`src/rtl/core/mprf_ram.sv`:
```
`timescale 1ns / 1ps
// ----------------------------------------------------------------------------
// mprf_ram: generic simple dual-port RAM
// One write and one read port, registered read data.
// ----------------------------------------------------------------------------
module mprf_ram #(
   parameter int Width = 32,
   parameter int Depth = 16
) (
   input  logic                     clock,
   input  logic                     wr_en,
   input  logic [$clog2(Depth)-1:0] wr_addr,
   input  logic [Width-1:0]         wr_data,
   input  logic [$clog2(Depth)-1:0] rd_addr,
   output logic [Width-1:0]         rd_data
);

   logic [Width-1:0] mem [Depth];

   always_ff @(posedge clock) begin
      if (wr_en) begin
         mem[wr_addr] <= wr_data;
      end
      rd_data <= mem[rd_addr];
   end

endmodule

```
`config.mk`:
```
export PLATFORM = sky130hd
export DESIGN_NAME = mprf_ram
export DESIGN_NICKNAME = d
export VERILOG_FILES = /design/src/rtl/core/mprf_ram.sv
export SDC_FILE = /design/constraint.sdc
export NUM_CORES = 1
export LEC_CHECK = 0
export BUFFER_PORTS_ARGS = -buffer_cell sky130_fd_sc_hd__buf_2
export CORE_MARGIN = 5
export CORE_UTILIZATION = 55
export DETAILED_ROUTE_END_ITERATION = 6
export PLACE_DENSITY = 0.71
export SYNTH_ARGS = -nofsm -noshare
export SYNTH_HDL_FRONTEND = slang
export SYNTH_SLANG_ARGS = --single-unit
```
`constraint.sdc`:
```
create_clock -name clock -period 9.66 [get_ports clock]
set_clock_uncertainty 0.2 [all_clocks]
set_input_delay 1.932 -clock clock [delete_from_list [all_inputs] [get_ports clock]]
set_output_delay 1.932 -clock clock [all_outputs]
set_load 0.03 [all_outputs]
```
==> impl_metrics.csv <==
group,metric,value,unit
run_status,status,"finished clean",
cells_and_area,multi_input_area,3750,sq um
power_and_ir_drop,p_int,0.00388,W
logic_synthesis,synth_seq_cells,544,
sta,finalCritPeriodShare,0.427,
die,row_count,69,
critical_path,critical_path.max_stage_delay,0.92,ns
critical_path,path_cells,"buf_4 -> buf_4 -> mux4_2 -> a22oi_1 -> nand2_1",
clock_tree,cts_max_level,2,
power_and_ir_drop,p_switching,0.00101,W
logic_synthesis,synthArstFlopShare,0,
logic_synthesis,ys_types,18,
clock_tree,cts_buffers,52,
grt,grt_max_degree,69,
routing,dr.pass1.iters,5,
critical_path,crit_family,"buffers and inverters",
power_and_ir_drop,vdd_drop_max,189,uV
logic_synthesis,avgSynthCellArea,23.7,sq um
sta,max_freq,243,MHz
cells_and_area,seqCellArea,16000,sq um
sta,rsz0062_at_grt,"no",
routing,drtIter0Drc,864,
power_and_ir_drop,clock_power_share,0.405,
logic_synthesis,ys_warn_count,0,
power_and_ir_drop,swShare,0.207,
clock_tree,cts_tree,"yes",
clock_tree,clkLatencyLatePin,0.59,ns
critical_path,path_buf_inv,2,
sta,setup_viol,0,
logic_synthesis,yosysSeqAreaShare,0.807,
sta,drv_slew,0,
grt,grtUsageTotal,0.212,
critical_path,crit_fanout,68,
clock_tree,cts_resized,0,
sta,period_needed,4.12,ns
logic_synthesis,synthCells,838,
critical_path,required,9.92,ns
logic_synthesis,syn-num-nets,880,
power_and_ir_drop,p_leak,7.28,nW
critical_path,cp-end-kind,"flip-flop",
grt,grt_pass1_vias,9306,
run,maxCapViolations,0,
sta,finalHoldViolations,0,
worst_hold_path,hold_class,"reg2reg",
place,post-place-cells,1354,
critical_path,slowest_stage,"buf_4",
cells_and_area,area_growth,13.8,%
die,fp.dieW,200,um
logic_synthesis,syn_area,19900,sq um
sta,fin_tns_setup,0,ns
place,pre_cts_ws,4.91,ns
die,dieHeight,200,um
routing,routed_wl,41.0,mm
logic_synthesis,synth_edf_count,512,
critical_path,startpoint_type,"input pin",
cells_and_area,fin_cells,1452,
place,io_buffers,73,
routing,avgRoutedWirePerCell,28.2,um
power_and_ir_drop,p_per_area,216,nW/um^2
critical_path,critical_path_class,"in2reg",
die,start_util,0.558,
die,die_area,40000,sq um
die,design.core.area,35600,sq um
clock_tree,clockBufferDepth,3,
critical_path,path_common_cell,"buf_4",
cells_and_area,drive_above_1_share,0.329,
cells_and_area,fillers,2354,
cells_and_area,fin_nets,989,
grt,antenna_found_initial,1,
power_and_ir_drop,p_comb_frac,0.052,
clock_tree,ctsHoldBuffers,0,
clock_tree,post_cts_buffers,0,
sta,fin_ws,5.54,ns
critical_path,crit_arrival,4.38,ns
power_and_ir_drop,power_frac_seq,0.543,
clock_tree,root_buffer,"clkbuf_16",
clock_tree,path_clk_slew,0.06,ns
place,dp_hpwl,21.0,mm
routing,drc,0,
logic_synthesis,ys.flop_type,"edfxtp_1",
sta,slew_headroom,0.259,
clock_tree,clkSinkCount,544,
grt,grt_pass1_wl,60.9,mm
routing,viasPerCell,6.23,
cells_and_area,final_common_cell,"edfxtp_1",
routing,drtAntennaViolNets,0,
grt,grt_overflow,0,
sta,worst_pin_slew,1.11,ns
routing,vias,9039,
cells_and_area,final_cell_mix,"edfxtp_1, mux4_2, buf_2, a22oi_1, clkbuf_16",
place,gp_congestion,0.718,
die,pin_count,74,
cells_and_area,finish.utilization,0.635,
==> flip-flops by register name (all words and copies together) (netlist names) <==
register  count
mem         512
rd_data      32
==> metal layers <==
metal / global-route usage / up-vias / wire length (um)
met2: 0.340 / 338 / 20200
li1: - / 3789 / -
met3: 0.0458 / 65 / 3010
met5: 0 / - / 11
met4: 0.0481 / 2 / 795
met1: 0.308 / 4845 / 17000
==> cell type report <==
cell class / count / share of cell area
flip-flops and latches: 544 / 0.709
multi-input cells: 251 / 0.166
clock buffers: 71 / 0.0634
well taps: 461 / 0.0255
repair buffers: 98 / 0.0250
clock inverters: 25 / 0.0109
diodes: 2 / 0.000222
==> worst paths after layout <==
check,start,cells after the start,slack [ns],end
max,rd_addr[1],5,5.54,rd_data[16]$_DFF_P_
min,mem[13][12]$_DFFE_PP_,3,0.47,rd_data[12]$_DFF_P_
max reg2reg,mem[3][26]$_DFFE_PP_,3,8.15,rd_data[26]$_DFF_P_
min reg2reg,mem[13][12]$_DFFE_PP_,3,0.47,rd_data[12]$_DFF_P_
==> Yosys cell counts, types with 2 or more instances <==
cell type	count	area, sq um
edfxtp_1	512	15400
nor2_1	13	48.8
clkbuf_1	17	63.8
nor2b_1	2	12.5
dfxtp_1	32	641
mux4_2	128	2880
buf_6	2	22.5
a22oi_1	64	480
buf_4	11	82.6
nand3b_1	2	15.0
nand2_1	33	124
buf_1	9	33.8
nor3_1	4	20.0
buf_2	4	20.0
nand2b_1	2	12.5
==> cells by family (layout without fill, tap and decap cells) <==
kind of cell | count (synthesis) | count (layout) | share of synthesized area
other cells | 0 | 2 | 0
mux | 128 | 128 | 0.145
compound gates | 64 | 64 | 0.0242
buf+inv | 43 | 194 | 0.0112
simple gates | 59 | 59 | 0.0127
flops | 544 | 544 | 0.807
==> worst min-delay path: stages (launching register included) <==
cell and delay [ns]:
edfxtp_1 0.31, mux4_2 0.22, a22oi_1 0.06, nand2_1 0.05
==> power groups by stage <==
stage	registers [W]	clock network, W	logic, W
2_1_floorplan	0.00273	0	0.000127
3_3_place_gp	0.00270	0	0.000251
3_5_place_dp	0.00271	0	0.000256
4_1_cts	0.00266	0.00201	0.000256
5_1_grt	0.00266	0.00213	0.000272
6_report	0.00266	0.00198	0.000252
==> metrics by stage <==
step,area [sq um],power [W],hold slack [ns]
3_5_place_dp,20900,0.00296,0.458
6_report,22600,0.00489,0.465
5_1_grt,22600,0.00506,0.491
2_1_floorplan,19900,0.00286,0.435
4_1_cts,22600,0.00493,0.461
3_3_place_gp,20900,0.00295,0.448
(Power assumes the default switching activity.)
