==> config.mk <==
export PLATFORM = sky130hd
export DESIGN_NAME = mprf_divider
export DESIGN_NICKNAME = d
export VERILOG_FILES = /design/src/rtl/core/mprf_pkg.sv /design/src/rtl/core/mprf_divider.sv
export SDC_FILE = /design/constraint.sdc
export NUM_CORES = 1
export LEC_CHECK = 0
export BUFFER_PORTS_ARGS = -buffer_cell sky130_fd_sc_hd__buf_2
export CELL_PAD_IN_SITES_DETAIL_PLACEMENT = 0
export CELL_PAD_IN_SITES_GLOBAL_PLACEMENT = 1
export CORE_ASPECT_RATIO = 1.75
export CORE_MARGIN = 2
export CORE_UTILIZATION = 41
export CTS_CLUSTER_SIZE = 25
export DETAILED_ROUTE_END_ITERATION = 7
export GPL_ROUTABILITY_DRIVEN = 0
export PLACE_DENSITY_LB_ADDON = 0.1
export SYNTH_ARGS = -nofsm -noshare
export SYNTH_HDL_FRONTEND = slang
export SYNTH_SLANG_ARGS = --single-unit
==> constraint.sdc <==
create_clock -name clock -period 3.2 [get_ports clock]
set_input_delay 0.16 -clock clock [delete_from_list [all_inputs] [get_ports clock]]
set_output_delay 0.16 -clock clock [all_outputs]
set_load 0.01 [all_outputs]
==> src/rtl/core/mprf_pkg.sv <==
`timescale 1ns / 1ps
// ----------------------------------------------------------------------------
// mprf_pkg: shared types and constants
// Widths, the sequencer state type and the control word handed from the
// sequencer to the modular arithmetic unit.
// ----------------------------------------------------------------------------
package mprf_pkg;

   localparam int ModWidth    = 32;
   localparam int MaxFactors  = 16;
   localparam int FacIdxWidth = $clog2(MaxFactors);
   localparam int FacCntWidth = $clog2(MaxFactors + 1);
   localparam int ProdWidth   = 2 * ModWidth;

   typedef enum logic [4:0] {
      ST_IDLE,
      ST_FAC_TEST,     // issue n mod d
      ST_FAC_TEST_W,
      ST_FAC_STRIP,    // issue n / d
      ST_FAC_STRIP_W,
      ST_FAC_NEXT,
      ST_FAC_SQ,       // d*d vs n
      ST_FAC_END,
      ST_G_START,
      ST_Q_LOAD,       // read factor store
      ST_Q_EXP,        // issue (p-1)/q
      ST_Q_EXP_W,
      ST_PW_STEP,
      ST_PW_MUL_A,     // acc*base mod p
      ST_PW_MUL_A_W,
      ST_PW_MUL_B,     // base*base mod p
      ST_PW_MUL_B_W,
      ST_Q_CHECK,
      ST_DONE
   } state_type;

   // Command to the divider unit
   typedef struct packed {
      logic                 go;
      logic [ProdWidth-1:0] dividend;
      logic [ModWidth-1:0]  divisor;
   } div_cmd_type;

   typedef struct packed {
      logic                 done;
      logic [ProdWidth-1:0] quot;
      logic [ModWidth-1:0]  rem;
   } div_rsp_type;

endpackage

==> src/rtl/core/mprf_divider.sv <==
`timescale 1ns / 1ps
// ----------------------------------------------------------------------------
// mprf_divider: shared restoring divider
// 64-bit dividend by 32-bit divisor, one quotient bit a cycle. Gives both
// quotient and remainder; used for trial division, exponents and mod p.
// ----------------------------------------------------------------------------
module mprf_divider
   import mprf_pkg::*;
(
   input  logic        clock,
   input  logic        reset,
   input  div_cmd_type cmd,
   output div_rsp_type rsp
);

   localparam int CntWidth = $clog2(ProdWidth + 1);

   logic [ProdWidth-1:0] quot_ff, quot_in;
   logic [ModWidth-1:0]  rem_ff, rem_in;
   logic [ModWidth-1:0]  dvs_ff, dvs_in;
   logic [CntWidth-1:0]  cnt_ff, cnt_in;
   logic                 busy_ff, busy_in;
   logic                 done_ff, done_in;
   logic [ModWidth:0]    shifted;

   // load a new command, or take one restoring step
   always_comb begin
      quot_in = quot_ff;
      rem_in  = rem_ff;
      dvs_in  = dvs_ff;
      cnt_in  = cnt_ff;
      busy_in = busy_ff;
      done_in = 1'b0;
      shifted = {rem_ff, quot_ff[ProdWidth-1]};
      if (cmd.go) begin
         quot_in = cmd.dividend;
         rem_in  = '0;
         dvs_in  = cmd.divisor;
         cnt_in  = CntWidth'(ProdWidth);
         busy_in = 1'b1;
      end else if (busy_ff) begin
         quot_in = {quot_ff[ProdWidth-2:0], 1'b0};
         if (shifted >= {1'b0, dvs_ff}) begin
            // difference is below the divisor, so it fits the remainder
            rem_in     = ModWidth'(shifted - {1'b0, dvs_ff});
            quot_in[0] = 1'b1;
         end else begin
            rem_in = shifted[ModWidth-1:0];
         end
         cnt_in = cnt_ff - 1'b1;
         if (cnt_ff == CntWidth'(1)) begin
            busy_in = 1'b0;
            done_in = 1'b1;
         end
      end
   end

   always_ff @(posedge clock) begin
      if (reset) begin
         busy_ff <= 1'b0;
         done_ff <= 1'b0;
         cnt_ff  <= '0;
      end else begin
         busy_ff <= busy_in;
         done_ff <= done_in;
         cnt_ff  <= cnt_in;
      end
      quot_ff <= quot_in;
      rem_ff  <= rem_in;
      dvs_ff  <= dvs_in;
   end

   assign rsp.done = done_ff;
   assign rsp.quot = quot_ff;
   assign rsp.rem  = rem_ff;

endmodule

==> impl_metrics.csv, run 1 <==
group,metric,value,unit
timing,finalCriticalPeriod,2.91,ns
timing,slew_viol_final,0,
synthesis,syn_area,7440,sq um
clocking,clkTransAtPathRegs,0.06,ns
synthesis,yosys-top-cells-area,"edfxtp_1 (39%), dfxtp_1 (11%), mux2_2 (9.7%)",
timing,rsz0062_at_grt,"false",
floorplanning,rows,65,
finish,fin_area,9560,sq um
global_route,first_global_vias,6388,
run,drv_cap,0,
floorplanning,die_height,182,um
floorplanning,core_area,17900,sq um
placement,port-buffer-count,195,
timing,hold_violations,0,
timing,worstMarginPinSlew,0.986,ns
outcome,status,"finished, final reports clean",
synthesis,yosys_warnings,0,
placement,post-dp-hpwl,14.7,mm
timing,setup-violations-final,0,
placement,pre_cts_ws,0.163,ns
worst_hold_path,hold_class,"in -> reg",
timing,fin_skew,0.0100,ns
synthesis,synth_cells,687,
setup_path,rr_startpoint,"rem_ff[20]",
clocking,cts_htree_levels,4,
global_route,grt_overflow,0,
worst_hold_path,hold_end,"quot_ff[1]",
detailed_routing,drt_iter0_markers,217,
global_route,grt_pass1_wl,31.9,mm
clocking,cts_sinks,137,
setup_path,reg2regPathDepth,11,
detailed_routing,vias,6013,
detailed_routing,post_drt_wl_per_cell,17.0,um
timing,setup_tns,0,ns
finish,final_nets,1048,
floorplanning,die_w,106,um
detailed_routing,wirelength,19.7,mm
clocking,postCtsSetupBuffers,0,
timing,setup_slack,0.291,ns
timing,final.period_utilization,0.909,
finish,area_growth,28.4,%
finish,antenna_cells,0,
detailed_routing,viasPerCell,5.18,
synthesis,yosysTopAreaCell,"edfxtp_1",
clocking,clkLatencyLatePin,0.43,ns
synthesis,yosysMostFrequentCell,"edfxtp_1",
setup_path,r2r-end,"rem_ff[27]",
power,totalPowerFinal,5.01,mW
setup_path,rrSetupSlack,0.29,ns
global_route,grtUsageTotal,0.212,
synthesis,synthArstFlopShare,0,
setup_path,worstSetupStartpointType,"flip-flop",
setup_path,critical_path_class,"reg -> reg",
power,worst_ir_drop_vdd,0.438,mV
detailed_routing,drc,0,
setup_path,arrival,3.24,ns
clocking,clockRootBuffer,"clkbuf_16",
detailed_routing,drt_pre_antenna_iters,4,
finish,drive_gt1_frac,0.340,
synthesis,synth_flop_cell,"edfxtp_1",
floorplanning,ios,196,
clocking,clk_path_buf_depth,2,
synthesis,synth_cell_types,56,
worst_hold_path,hold_path_depth,2,
detailed_routing,ant_nets,0,
synthesis,synth_nets,821,
setup_path,cp.required,3.53,ns
synthesis,synthTopCellsByCount,"edfxtp_1 (96), mux2_2 (64), nor2_1 (53)",
setup_path,cp-end-kind,"flip-flop",
power,p_per_area,524,nW/um^2
power,leakage,4.08,nW
global_route,antenna_found_initial,0,
floorplanning,initial_core_util,0.416,
placement,placed_area,8670,sq um
synthesis,yosysSeqAreaShare,0.498,
floorplanning,dieArea,19300,sq um
synthesis,synth-edff-count,96,
synthesis,synth_top_area_frac,0.387,
clocking,numCtsBuffers,17,
setup_path,critPathMaxFanout,16,
synthesis,syn_area_per_cell,10.8,sq um
clocking,cts_tree,"done",
timing,relSlewSlack,0.340,
global_route,grt_max_degree,125,
synthesis,synth.ff_latch_count,137,
worst_hold_path,hold_start,"cmd[33]",
timing,fmax,0.344,GHz
-- power by group --
part / switching, mW / internal, mW / total, mW
registers: 0.0864 / 2.08 / 2.16
clock network: 0.731 / 1.13 / 1.86
logic: 0.542 / 0.444 / 0.986
-- sequential cells by signal, summed over array words and instances, names as in the netlist --
name,flops
quot_ff,64
done_ff,1
rem_ff,32
cnt_ff,7
busy_ff,1
dvs_ff,32
-- stage by stage --
stage,util,std cells,hold slack [ns]
3_3_place_gp,0.485,1096,0.336
4_1_cts,0.534,1161,0.0172
3_5_place_dp,0.485,1096,0.338
2_1_floorplan,-,687,0.232
5_1_grt,0.534,1161,0.0258
6_report,0.534,1161,0.0328
-- critical path: stages, from the launching register on --
cell       delay [ns]
dfxtp_1          0.33
ha_1             0.44
nor2_1           0.18
nor2b_1          0.08
a2111oi_0        0.48
or3_1            0.22
and4_2           0.37
nor2_8           0.06
buf_12           0.15
nand3_1          0.08
o21ai_1          0.07
a2111oi_2        0.34
-- cell usage in the layout (no fill, tap or decap), types with 8 or more instances in the layout --
cell	Yosys	layout
a211oi_1	17	17
a21o_1	8	8
a21oi_1	48	48
buf_2	10	194
buf_4	2	13
clkbuf_16	0	17
dfxtp_1	41	41
dlygate4sd3_1	0	33
edfxtp_1	96	96
ha_1	34	34
inv_1	48	47
mux2_2	64	64
mux2i_1	16	16
nand2_1	52	52
nand3_1	8	8
nor2_1	53	53
nor3_1	9	9
o21ai_0	33	33
xnor2_1	19	19
xor2_1	13	13
-- logic make-up (layout without fill, tap and decap cells) --
| family | count (synthesis) | in the layout | share of synthesized area |
|---|---|---|---|
| DFF | 137 | 137 | 0.498 |
| AOI/OAI and AO/OA | 155 | 155 | 0.131 |
| muxes | 80 | 80 | 0.118 |
| buffers and inverters | 83 | 323 | 0.0499 |
| and+or+nand+nor | 165 | 165 | 0.106 |
| adders and majority gates | 35 | 35 | 0.0598 |
| xor gates and xnor gates | 32 | 32 | 0.0377 |
-- area by class of cell --
type | count | area (sq um)
timing repair buffer | 243 | 1460
multi-input combinational | 467 | 3370
sequential | 137 | 3700
clock inverter | 7 | 68.8
inverter | 48 | 180
clock buffer | 25 | 485
tap | 234 | 293
fill | 1668 | 8330
-- worst max path at each step --
stage,from,end,slack [ns],depth (start not counted)
finish,rem_ff[20],rem_ff[27],0.29,11
CTS,rem_ff[20],rem_ff[27],0.16,11
global placement,rem_ff[20],rem_ff[27],0.20,11
detailed placement,rem_ff[20],rem_ff[27],0.16,11
floorplan,rem_ff[17],quot_ff[0],0.57,11
global route,dvs_ff[21],rem_ff[27],0.02,12
-- metal layers --
metal | vias to the layer above | track usage | wire length (um) | share of wire
met1 | 2831 | 0.220 | 7310 | 0.37
met4 | 0 | 0.0832 | 430 | 0.022
li1 | 2957 | - | - | -
met3 | 22 | 0.0657 | 1300 | 0.066
met2 | 203 | 0.393 | 10600 | 0.54
met5 | - | 0 | 0 | 0
-- timing repair --
item	in CTS	in global routing
hold buffers	33	0
endpoints found under the hold margin	34	0
setup endpoints to repair	0	2
gates resized for setup	0	1
Power figures use the tool's default switching activity.
==> inputs of run 2 (changes only) <==
==> constraint.sdc (replaced) <==
create_clock -name clock -period 3.02 [get_ports clock]
set_input_delay 0 -clock clock [delete_from_list [all_inputs] [get_ports clock]]
set_output_delay 0 -clock clock [all_outputs]
set_load 0.01 [all_outputs]
==> impl_metrics.csv, run 2 (synthesis gave the netlist of run 1 again) <==
group,metric,value,unit
outcome,status,"finished, final reports clean",
clocking,numCtsBuffers,17,
setup_path,cp.required,3.34,ns
timing,relSlewSlack,0.560,
placement,port-buffer-count,195,
setup_path,critical_path_class,"reg -> reg",
finish,largest_register_ffs,64,
power,worst_ir_drop_vdd,0.494,mV
floorplanning,die_height,182,um
clocking,clkTransAtPathRegs,0.06,ns
timing,rsz0062_at_grt,"false",
finish,final_nets,1123,
timing,finalCriticalPeriod,2.80,ns
global_route,grt_max_degree,76,
worst_hold_path,hold_class,"in -> reg",
floorplanning,core_area,17900,sq um
timing,fmax,0.357,GHz
detailed_routing,viasPerCell,5.12,
finish,seq_area,3700,sq um
finish,drive_gt1_frac,0.328,
detailed_routing,post_drt_wl_per_cell,16.8,um
placement,post-dp-hpwl,14.8,mm
global_route,grt_overflow,0,
timing,setup-violations-final,0,
floorplanning,rows,65,
clocking,clk_path_buf_depth,2,
finish,fill_cells,1615,
setup_path,crit_path_max_incr_delay,0.37,ns
setup_path,worstSetupStartpointType,"flip-flop",
clocking,cts_sinks,137,
timing,hold_violations,0,
floorplanning,die_w,106,um
floorplanning,ios,196,
power,leakage,4.43,nW
power,p_per_area,529,nW/um^2
clocking,cts_htree_levels,4,
timing,setup_tns,0,ns
finish,final_core_util,0.578,
global_route,first_global_vias,6675,
global_route,grt_pass1_wl,33.5,mm
global_route,antenna_found_initial,0,
setup_path,arrival,3.12,ns
finish,final_cell_mix,"buf_2 (194), dlygate4sd3_1 (97), edfxtp_1 (96)",
clocking,clockRootBuffer,"clkbuf_16",
finish,area_growth,38.9,%
timing,final.period_utilization,0.928,
setup_path,slowest_stage,"ha_1",
detailed_routing,vias,6328,
finish,layout_commonest_cell,"buf_2",
timing,slew_viol_final,0,
clocking,cts_tree,"done",
detailed_routing,wirelength,20.7,mm
timing,fin_skew,0.00713,ns
finish,regMostFlops,"quot_ff",
timing,worstMarginPinSlew,0.661,ns
finish,largest_registers,"quot_ff (64), dvs_ff (32), rem_ff (32)",
detailed_routing,ant_nets,0,
detailed_routing,drc,0,
setup_path,critPathMaxFanout,9,
clocking,postCtsSetupBuffers,0,
finish,antenna_cells,0,
floorplanning,dieArea,19300,sq um
detailed_routing,drt_iter0_markers,295,
setup_path,worstPathCellList,"inv_1 -> ha_1 -> buf_4 -> and3_1 -> nand4_1 -> or3_1 -> and4_1 -> nor2_8 -> buf_12 -> o21ai_1 -> a2111oi_2",
detailed_routing,drt_pre_antenna_iters,5,
setup_path,cp-end-kind,"flip-flop",
finish,multi_input_area,3380,sq um
run,drv_cap,0,
floorplanning,initial_core_util,0.416,
global_route,grtUsageTotal,0.221,
clocking,clkLatencyLatePin,0.43,ns
## run 2: metrics by stage
step                worst slack (ns)  power (mW)  instances  hold slack (ns)  instance area, sq um
floorplan                      0.391        2.98        687           0.0724                  7440
detailed placement             0.135        3.37       1107            0.178                  8780
global route                 0.00168        5.72       1236            0.274                 10300
global placement               0.152        3.35       1107            0.176                  8780
finish                         0.218        5.47       1236            0.278                 10300
CTS                            0.103        5.51       1236            0.260                 10300
## run 2: timing repair
item	in CTS	in global routing
gates resized for setup	0	3
hold buffers	97	0
hold endpoints to repair	105	0
endpoints found under the setup margin	0	3
## run 2: report_power, final
group | switching, mW | total [mW] | internal, mW
Sequential | 0.0926 | 2.29 | 2.20
Combinational | 0.596 | 1.14 | 0.543
Clock | 0.821 | 2.04 | 1.22
## run 2: path summary, 6_finish.rpt
path | startpoint | endpoint | slack, ns | cells after the start
worst min register to register | cnt_ff[0] | cnt_ff[0] | 0.50 | 2
worst max-delay path | dvs_ff[23] | rem_ff[27] | 0.22 | 11
worst min-delay path | cmd[96] | quot_ff[6] | 0.28 | 2
worst max register to register | dvs_ff[23] | rem_ff[27] | 0.22 | 11
## run 2: cell type report
class                   instances  area share
flip-flops and latches        137       0.358
clock inverters                 9     0.00569
repair buffers                318       0.213
well taps                     234      0.0283
inverters                      48      0.0174
clock buffers                  23      0.0505
multi-input cells             467       0.326
## run 2: worst max-delay path: cells and delay by family, from the launching register on
kind / cells / cell delay, ns
DFF: 1 / 0.32
and+or+nand+nor: 5 / 1.22
adders and majority gates: 1 / 0.37
buffers and inverters: 3 / 0.35
AOI/OAI and AO/OA: 2 / 0.43
## run 2: per-layer routing
metal  global-route usage  share of wire
met1                0.231           0.37
met2                0.414           0.54
met3               0.0593          0.061
met4               0.0853          0.025
met5                    0              0
